[src/hsfp_pkg.sv]
// Shared constants, codes and control types of the scaled HMM forward pass.
// Used by the interfaces, the controller, the datapath and the top level.
package hsfp_pkg;

   localparam int MAX_STATES = 32;
   localparam int STATE_CAP  = (MAX_STATES < 32) ? MAX_STATES : 32;
   localparam int IDX_W      = $clog2(MAX_STATES);
   localparam int TADDR_W    = 2 * IDX_W;
   localparam int K_W        = 6;
   localparam int FIELD_W    = 5;
   localparam int VAL_W      = 32;
   localparam int U_W        = 48;
   localparam int SUM_W      = 56;
   localparam int ACC_W      = U_W + IDX_W;
   localparam int CSR_IDX_W  = 1;
   localparam int CSR_DATA_W = 6;
   localparam int DIV_STEPS  = 32;

   localparam logic [1:0] FUNC_LOAD_TRANS = 2'd0;
   localparam logic [1:0] FUNC_LOAD_INIT  = 2'd1;
   localparam logic [1:0] FUNC_EMISSION   = 2'd2;

   localparam logic [CSR_IDX_W-1:0] CSR_NUM_STATES     = 1'd0;
   localparam logic [CSR_IDX_W-1:0] CSR_NORMALIZE_FIRST = 1'd1;

   typedef struct packed {
      logic             trans_we;
      logic             init_we;
      logic             item_load;
      logic             dot_rd;
      logic             first_mul;
      logic             mul_hi;
      logic             mul_lo;
      logic             u_from_dot;
      logic             store;
      logic             div_init;
      logic             div_step;
      logic             out_load;
      logic             last;
      logic             norm;
      logic [IDX_W-1:0] row_idx;
      logic [IDX_W-1:0] item_from;
   } ctl_cmd_type;

   typedef struct packed {
      logic dot_busy;
      logic div_needed;
      logic out_free;
   } dp_status_type;

endpackage

[src/hsfp_ctl.sv]
// Sequencing controller of the forward pass: decodes items, walks the dot
// product, the result loop and the divider. Depends on hsfp_pkg.
module hsfp_ctl (
   input  logic                              clock,
   input  logic                              reset,
   input  logic                              req_valid,
   output logic                              req_ready,
   input  logic [1:0]                        req_func,
   input  logic [hsfp_pkg::FIELD_W-1:0]      req_from_state,
   input  logic [hsfp_pkg::FIELD_W-1:0]      req_to_state,
   input  logic                              req_seq_start,
   input  logic                              csr_we,
   input  logic [hsfp_pkg::CSR_IDX_W-1:0]    csr_index,
   input  logic [hsfp_pkg::CSR_DATA_W-1:0]   csr_wdata,
   input  hsfp_pkg::dp_status_type           status,
   output hsfp_pkg::ctl_cmd_type             cmd
);
   localparam logic [3:0] ST_IDLE     = 4'd0;
   localparam logic [3:0] ST_INIT_RD  = 4'd1;
   localparam logic [3:0] ST_INIT_MUL = 4'd2;
   localparam logic [3:0] ST_DOT      = 4'd3;
   localparam logic [3:0] ST_DRAIN    = 4'd4;
   localparam logic [3:0] ST_MUL_HI   = 4'd5;
   localparam logic [3:0] ST_MUL_LO   = 4'd6;
   localparam logic [3:0] ST_U_CALC   = 4'd7;
   localparam logic [3:0] ST_STORE    = 4'd8;
   localparam logic [3:0] ST_OUT_RD   = 4'd9;
   localparam logic [3:0] ST_OUT_SET  = 4'd10;
   localparam logic [3:0] ST_DIV      = 4'd11;
   localparam logic [3:0] ST_OUT_PUSH = 4'd12;

   localparam int DIV_CNT_W = $clog2(hsfp_pkg::DIV_STEPS);

   logic [3:0]                       state_ff, state_in;
   logic [hsfp_pkg::IDX_W-1:0]       idx_ff, idx_in;
   logic [hsfp_pkg::IDX_W-1:0]       from_ff, from_in;
   logic [DIV_CNT_W-1:0]             div_cnt_ff, div_cnt_in;
   logic                             first_ff, first_in;
   logic [hsfp_pkg::K_W-1:0]         num_states_ff, num_states_in;
   logic                             norm_first_ff, norm_first_in;
   logic [hsfp_pkg::K_W-1:0]         k;
   logic [hsfp_pkg::K_W-1:0]         k_last;
   logic                             accept;
   logic                             idx_is_last;
   logic                             from_is_last;

   always_comb begin
      if (num_states_ff == '0) begin
         k = hsfp_pkg::K_W'(1);
      end else if (num_states_ff > hsfp_pkg::K_W'(hsfp_pkg::STATE_CAP)) begin
         k = hsfp_pkg::K_W'(hsfp_pkg::STATE_CAP);
      end else begin
         k = num_states_ff;
      end
   end

   assign k_last       = k - hsfp_pkg::K_W'(1);
   assign req_ready    = (state_ff == ST_IDLE);
   assign accept       = req_valid && req_ready;
   assign idx_is_last  = (hsfp_pkg::K_W'(idx_ff) == k_last);
   assign from_is_last = (hsfp_pkg::K_W'(from_ff) == k_last);

   always_comb begin
      num_states_in = num_states_ff;
      norm_first_in = norm_first_ff;
      if (csr_we) begin
         case (csr_index)
            hsfp_pkg::CSR_NUM_STATES: begin
               num_states_in = csr_wdata;
            end
            hsfp_pkg::CSR_NORMALIZE_FIRST: begin
               norm_first_in = csr_wdata[0];
            end
            default: begin
            end
         endcase
      end
   end

   always_comb begin
      state_in   = state_ff;
      idx_in     = idx_ff;
      from_in    = from_ff;
      div_cnt_in = div_cnt_ff;
      first_in   = first_ff;
      cmd        = '0;
      cmd.row_idx   = idx_ff;
      cmd.item_from = from_ff;
      cmd.norm      = !(first_ff && !norm_first_ff);
      cmd.last      = idx_is_last;
      case (state_ff)
         ST_IDLE: begin
            if (accept) begin
               case (req_func)
                  hsfp_pkg::FUNC_LOAD_TRANS: begin
                     cmd.trans_we =
                        (32'(req_from_state) < hsfp_pkg::MAX_STATES) &&
                        (32'(req_to_state) < hsfp_pkg::MAX_STATES);
                  end
                  hsfp_pkg::FUNC_LOAD_INIT: begin
                     cmd.init_we = (32'(req_from_state) < hsfp_pkg::MAX_STATES);
                  end
                  hsfp_pkg::FUNC_EMISSION: begin
                     if (hsfp_pkg::K_W'(req_from_state) < k) begin
                        cmd.item_load = 1'b1;
                        from_in  = hsfp_pkg::IDX_W'(req_from_state);
                        first_in = req_seq_start;
                        idx_in   = '0;
                        state_in = req_seq_start ? ST_INIT_RD : ST_DOT;
                     end
                  end
                  default: begin
                  end
               endcase
            end
         end
         ST_INIT_RD: begin
            state_in = ST_INIT_MUL;
         end
         ST_INIT_MUL: begin
            cmd.first_mul = 1'b1;
            state_in = ST_STORE;
         end
         ST_DOT: begin
            cmd.dot_rd = 1'b1;
            if (idx_is_last) begin
               state_in = ST_DRAIN;
            end else begin
               idx_in = idx_ff + hsfp_pkg::IDX_W'(1);
            end
         end
         ST_DRAIN: begin
            if (!status.dot_busy) begin
               state_in = ST_MUL_HI;
            end
         end
         ST_MUL_HI: begin
            cmd.mul_hi = 1'b1;
            state_in = ST_MUL_LO;
         end
         ST_MUL_LO: begin
            cmd.mul_lo = 1'b1;
            state_in = ST_U_CALC;
         end
         ST_U_CALC: begin
            cmd.u_from_dot = 1'b1;
            state_in = ST_STORE;
         end
         ST_STORE: begin
            cmd.store = 1'b1;
            idx_in = '0;
            state_in = from_is_last ? ST_OUT_RD : ST_IDLE;
         end
         ST_OUT_RD: begin
            state_in = ST_OUT_SET;
         end
         ST_OUT_SET: begin
            cmd.div_init = 1'b1;
            div_cnt_in = '0;
            state_in = status.div_needed ? ST_DIV : ST_OUT_PUSH;
         end
         ST_DIV: begin
            cmd.div_step = 1'b1;
            div_cnt_in = div_cnt_ff + DIV_CNT_W'(1);
            if (div_cnt_ff == '1) begin
               state_in = ST_OUT_PUSH;
            end
         end
         ST_OUT_PUSH: begin
            if (status.out_free) begin
               cmd.out_load = 1'b1;
               if (idx_is_last) begin
                  state_in = ST_IDLE;
               end else begin
                  idx_in = idx_ff + hsfp_pkg::IDX_W'(1);
                  state_in = ST_OUT_RD;
               end
            end
         end
         default: begin
            state_in = ST_IDLE;
         end
      endcase
   end

   always_ff @(posedge clock) begin
      if (reset) begin
         state_ff      <= ST_IDLE;
         idx_ff        <= '0;
         from_ff       <= '0;
         div_cnt_ff    <= '0;
         first_ff      <= 1'b1;
         num_states_ff <= hsfp_pkg::K_W'(2);
         norm_first_ff <= 1'b1;
      end else begin
         state_ff      <= state_in;
         idx_ff        <= idx_in;
         from_ff       <= from_in;
         div_cnt_ff    <= div_cnt_in;
         first_ff      <= first_in;
         num_states_ff <= num_states_in;
         norm_first_ff <= norm_first_in;
      end
   end
endmodule

[config.mk]
export PLATFORM = sky130hd
export DESIGN_NAME = hsfp_ctl
export DESIGN_NICKNAME = d
export VERILOG_FILES = /design/src/hsfp_pkg.sv /design/src/hsfp_ctl.sv
export SDC_FILE = /design/constraint.sdc
export NUM_CORES = 1
export LEC_CHECK = 0
export ABC_AREA = 1
export BUFFER_PORTS_ARGS = -buffer_cell sky130_fd_sc_hd__clkbuf_2
export CAP_MARGIN = 20
export CORE_MARGIN = 4
export CORE_UTILIZATION = 47
export CTS_CLUSTER_DIAMETER = 200
export DETAILED_ROUTE_END_ITERATION = 10
export GPL_TIMING_DRIVEN = 0
export PLACE_DENSITY = 0.8
export SLEW_MARGIN = 20
export SYNTH_ARGS = -nofsm -noshare
export SYNTH_HDL_FRONTEND = slang
export SYNTH_SLANG_ARGS = --single-unit
[constraint.sdc]
create_clock -name clock -period 2.05 [get_ports clock]
set_input_delay 0.1025 -clock clock [delete_from_list [all_inputs] [get_ports clock]]
set_output_delay 0.1025 -clock clock [all_outputs]
set_load 0.01 [all_outputs]
# Yosys cells after proc, flatten, opt, wreduce, memory -nomap -nowiden
# Cells that the tools add are included.
# word_totals
ff_bits	27
in_bits	27
output_inout_bits	25
word_cells	89
# op_classes
add_sub_neg	3
magnitude_cmp	2
n_eq_ne	24
muxes	37
bitwise_logic	1
reduce_logical	15
# op_table
cell	count
4-bit case mux with 12 select lines	1
4-bit 2-to-1 mux	9
5-bit 2-to-1 mux	5
4-bit equality test (second input constant)	5
5-bit case mux with 4 select lines	1
4-bit by 3-bit equality test with 1-bit output (second input constant)	4
1-bit 2-to-1 mux	14
5-bit by 6-bit equality test with 1-bit output	2
6-bit 2-to-1 mux	2
5-bit by 1-bit adder with 5-bit output (second input constant)	2
5-bit case mux with 2 select lines	1
3-bit 2-to-1 mux	3
4-bit by 2-bit equality test with 1-bit output (second input constant)	2
2-bit != test (second input constant)	4
7-bit AND reduction	1
6-bit > comparator (second input constant)	1
6-bit logical NOT	1
5-bit by 6-bit less-than comparator with 1-bit output	1
2-bit by 1-bit != test with 1-bit output (second input constant)	3
6-bit by 1-bit subtractor with 6-bit output (second input constant)	1
5-bit equality test (second input constant)	1
5-bit AND reduction	1
4-bit by 1-bit equality test with 1-bit output (second input constant)	1
4-bit logical NOT	1
other kinds (12)	15

# Longest topological paths before layout
# logic_depth
word_depth	8
mapped_depth	18
mapped_depth_nobuf	18

# Worst setup path after synthesis
# No wires, ideal clock.
# synth_timing
path_type	register to register
start	register num_states_ff[5] (netlist bit)
end	register idx_ff[3] (netlist bit)
setup_time_ns	0.134
t_arrival_ns	2.014
required_time_ns	1.916
slack_ns	-0.098
path_stages_with_launch	11
path_buffers	0
period_less_slack_ns	2.148
path_cell_list	dfxtp_1 nor2_1 inv_1 ha_1 a21o_1 a31oi_1 nand3_1 a21oi_1 nand2_1 nand2_1 a21oi_1
# synth_between
elab_chain_len	8
word_cells_on_any_way	12
cone_classes	add/sub: 1; order compare: 2; eq/ne: 2; mux: 5; reduce/logical: 2
# synth_rtl
element	line_no	text
from (decl)	hsfp_ctl.sv:39	logic [hsfp_pkg::K_W-1:0] num_states_ff, num_states_in;
from (signal assigned)	hsfp_ctl.sv:193	num_states_ff <= hsfp_pkg::K_W'(2);
from (signal assigned)	hsfp_ctl.sv:201	num_states_ff <= num_states_in;
6-bit > comparator	hsfp_ctl.sv:50	end else if (num_states_ff > hsfp_pkg::K_W'(hsfp_pkg::STATE_CAP)) begin
6-bit 2-to-1 mux	hsfp_ctl.sv:50	
6-bit 2-to-1 mux *	hsfp_ctl.sv:48	if (num_states_ff == '0) begin
6-bit by 1-bit subtractor with 6-bit output	hsfp_ctl.sv:57	assign k_last = k - hsfp_pkg::K_W'(1);
5-bit by 6-bit equality test with 1-bit output	hsfp_ctl.sv:60	assign idx_is_last = (hsfp_pkg::K_W'(idx_ff) == k_last);
5-bit 2-to-1 mux (2 in series)	n/a	
5-bit case mux with 4 select lines	n/a	
to (signal assigned)	hsfp_ctl.sv:197	idx_ff <= idx_in;
to (decl)	hsfp_ctl.sv:35	logic [hsfp_pkg::IDX_W-1:0] idx_ff, idx_in;
# Mark *: on every way between the ends. The rest lies on a longest branch, timed or not. The select of a mux whose other input is x is not followed.
# A chain may end at the register's enable or synchronous reset.

==> results.txt <==
----------------------------------------------------
[Synthesis]
  Combined area of all synthesized cells ... 1807 sq um
  Instance count of the mapped netlist ... 284
  Dominant cell type by area after synthesis ... sky130_fd_sc_hd__dfxtp_1
  Combinational family with the most area after synthesis ... simple AND/OR/NAND/NOR gates
  Yosys Warn Count ... 0
  Adder and majority cell fraction of the synthesized area ... 0.05540
  Flop and latch count out of synthesis ... 27
  Fraction of synthesized area in multiplexers ... 0
  Unique cell type count in the Yosys netlist ... 29
  Share of synthesized cell area in and, or, nand and nor gates ... 0.3386
  Share of async-settable or async-resettable flops after synthesis ... 0
  Compound-Gate Fraction of Synth Area ... 0.1759
  Syn_area_per_cell ... 6.362 sq um
  Most used flip-flop cell after synthesis ... sky130_fd_sc_hd__dfxtp_1
  Syn_nets ... 319
  Share of the synthesized area in the top cell type ... 0.2992
  Ranking of synthesized cells by area ... sky130_fd_sc_hd__dfxtp_1, sky130_fd_sc_hd__nand2_1, sky130_fd_sc_hd__inv_1
  Part of the Yosys area used for sequential elements ... 0.2992
  Synthesized-area fraction occupied by xor and xnor cells ... 0.02909
  Synth cell count leaders ... sky130_fd_sc_hd__nand2_1, sky130_fd_sc_hd__inv_1, sky130_fd_sc_hd__nor2_1, sky130_fd_sc_hd__dfxtp_1, sky130_fd_sc_hd__a21oi_1
  Most frequently used cell type in the post-synthesis netlist ... sky130_fd_sc_hd__nand2_1
  EDFF count, synth ... 0

[GRT]
  Pin count of the biggest net entering global routing ... 18
  Number of global-route vias before repair ... 1,898
  Initial antenna violation count ... 0
  GRT Total Usage ... 0.1903
  Wire length of the first global-routing pass ... 7859 um
  Remaining Overflow, GRT ... 0

[Critical path]
  Critical path class ... reg -> out
  WP data arrival ... 2.19 ns
  Startpoint of the most critical register-to-register path ... num_states_ff[2]
  CP endpoint ... cmd[21]
  Crit Reg-Reg Endpoint ... state_ff[3]
  Maximum fanout along the worst path ... 3
  CP startpoint kind ... register
  Worst setup path startpoint ... num_states_ff[2]
  Worst-case register-to-register setup slack ... -0.22 ns
  Worst EP required ... 1.95 ns
  Cell depth of the worst flop-to-flop path ... 15
  Endpoint class of the critical path ... output pin

[Pwr]
  Leakage power figure ... 1.157 nW
  Max VDD drop ... 554.0 uV
  PD cells ... 580.1 nW/um^2
  Post-layout power ... 0.001449 W

[Flow run]
  Max-cap violation count ... 0

[Clock tree]
  Register clock-pin slew on the reported worst setup and hold paths ... 0.11 ns
  Clock buffers created by TritonCTS ... 3
  Deepest level of the CTS H-tree ... 1
  Cell at the root of the clock tree ... sky130_fd_sc_hd__clkbuf_8
  Number of clock sinks seen by CTS ... 27
  Post-CTS Hold Buffers ... 0
  Clk buf depth ... 2
  TritonCTS clock tree ... yes
  Clock network latency to the later pin of the worst-skew pair ... 0.28 ns

[Worst hold path]
  Type of the tightest min-delay check ... in -> reg
  Worst Hold Path Cells ... 3

[Floorplan]
  Row cnt ... 22
  Core area ... 3689 sq um
  Die area ... 4900 sq um
  Effective utilization at floorplan ... 0.4898
  X dimension of the die ... 70 um
  Die height ... 70 um
  Number of top-level pins ... 52

[Place]
  Buffers on Ports ... 45
  Dpl hpwl ... 3541 um
  Number of placed instances with taps included ... 377
  Placer's final routability congestion estimate ... 0.8288

[Routing]
  WL/cell ... 12.90 um
  Total number of vias ... 2,106
  Total wire length after detailed routing ... 5134 um
  DR DRC count ... 0
  DR vias/cell ... 5.291
  Detail Route Antenna Nets ... 0
  Iteration-0 DRC count of the detailed router ... 141
  Initial DRT Pass Iterations ... 4

[STA]
  Final min period ... 2.293 ns
  Count of endpoints failing hold in the final timing report ... 0
  Portion of the clock cycle consumed by the worst path in the final layout ... 1.119
  Skew final ... 0.008022 ns
  Final setup fails ... 17
  Headroom to the max-slew limit ... 0.6286
  Final Max Slew Viols ... 0
  Achievable Freq ... 0.4360 GHz
  Setup repair after global routing missed its margin ... true
  Slew of the pin with the lowest slew margin ... 0.5571 ns
  Final Worst Setup Slack ... -0.2435 ns

[Layout]
  Post-synthesis to final-layout area growth ... 38.23%
  Net total in the final layout ... 386
  Ratio of cells with drive above 1 in the final layout ... 0.3314
  Antenna fix cells ... 0
  Non-Filler Instances ... 398

[Status]
  Violations in the final reports ... setup timing
  Outcome ... finished with violations

----------------------------------------------------
==> worst min-delay path by stage <==
stage	from	to
3_3_place_gp	csr_wdata[1]	num_states_ff[1]
6_report	csr_wdata[1]	num_states_ff[1]
3_5_place_dp	csr_wdata[1]	num_states_ff[1]
4_1_cts	csr_wdata[1]	num_states_ff[1]
5_1_grt	csr_wdata[1]	num_states_ff[1]
2_1_floorplan	csr_wdata[1]	num_states_ff[1]
==> cells by family after synthesis <==
| logic type | after synthesis |
|---|---|
| DFF | 27 |
| AOI/OAI and AO/OA | 54 |
| xor gates and xnor gates | 6 |
| buffers and inverters | 48 |
| and+or+nand+nor | 141 |
| adders and majority gates | 8 |
==> stage by stage <==
stage                 util  setup slack, ns  hold WS (ns)  instance area (sq um)  TNS [ns]
floorplan                -          0.01216        0.2288                   1827         0
global placement    0.5726          -0.3496        0.3192                   2112    -3.861
detailed placement  0.5726          -0.3166        0.3341                   2112    -3.804
CTS                 0.6452          -0.1517       0.03495                   2380   -0.8687
global route        0.6771          -0.3777       0.06253                   2497    -4.256
finish              0.6771          -0.2435       0.02888                   2497    -2.246
==> report_power, final <==
group / internal [W] / leakage [nW] / switching [W]
Clock: 0.000143 / 0.0261 / 0.000192
Combinational: 0.000219 / 0.910 / 0.000323
Sequential: 0.000549 / 0.221 / 0.0000225
Total: 0.000910 / 1.16 / 0.000538
==> metal layers <==
layer,track usage,wire (um),vias to the layer above
met5,0,0,-
met3,0.04029,231,10
li1,-,-,1067
met2,0.3515,2585,53
met1,0.2217,2215,976
met4,0.04468,102,0
==> sequential cells by signal, summed over array words and instances, names as in the netlist <==
register	count
state_ff	4
norm_first_ff	1
num_states_ff	6
idx_ff	5
div_cnt_ff	5
first_ff	1
from_ff	5
==> final cells by class <==
| class | instances | area [sq um] |
|---|---|---|
| sequential | 27 | 550.5 |
| multi-input combinational | 209 | 1264 |
| clock buffer | 3 | 41.29 |
| inverter | 43 | 166.4 |
| buffer | 4 | 22.52 |
| clock inverter | 1 | 8.758 |
| timing repair buffer | 63 | 384.1 |
| tap | 48 | 60.06 |
| fill | 309 | 1191 |
==> worst max-delay path, cell delays in order, from the launching register on <==
cell and delay, ns:
sky130_fd_sc_hd__dfxtp_2 0.35, sky130_fd_sc_hd__nor2_4 0.14, sky130_fd_sc_hd__nand3_2 0.08, sky130_fd_sc_hd__nand2_1 0.07, sky130_fd_sc_hd__nand2_2 0.09, sky130_fd_sc_hd__buf_4 0.14, sky130_fd_sc_hd__buf_6 0.10, sky130_fd_sc_hd__buf_6 0.11
sky130_fd_sc_hd__ha_4 0.21, sky130_fd_sc_hd__nand2_2 0.06, sky130_fd_sc_hd__nand2_2 0.07, sky130_fd_sc_hd__nand2_4 0.07, sky130_fd_sc_hd__nand4_1 0.15, sky130_fd_sc_hd__inv_1 0.15, sky130_fd_sc_hd__buf_6 0.11
==> layout by cell type (no fill, tap or decap), drive strengths merged <==
cell type	netlist	routed
inv	42	43
and3	1	1
nand4	8	8
ha	8	8
a21oi	28	28
clkbuf	4	49
nand2	74	74
o31ai	1	1
a311oi	1	1
dfxtp	27	27
a311o	1	1
a221oi	2	2
a31oi	2	2
xor2	6	6
clkinv	1	1
a21o	2	2
nor3	4	4
o211ai	1	1
buf	1	21
o21ai	16	16
nand3	20	20
nor2	34	34
==> timing repair <==
item	4_1_cts	5_1_grt
pin swaps	30	21
buffers inserted	17	1
resized for setup	28	35
endpoints found under the setup margin	17	19
Power figures use the tool's default switching activity.
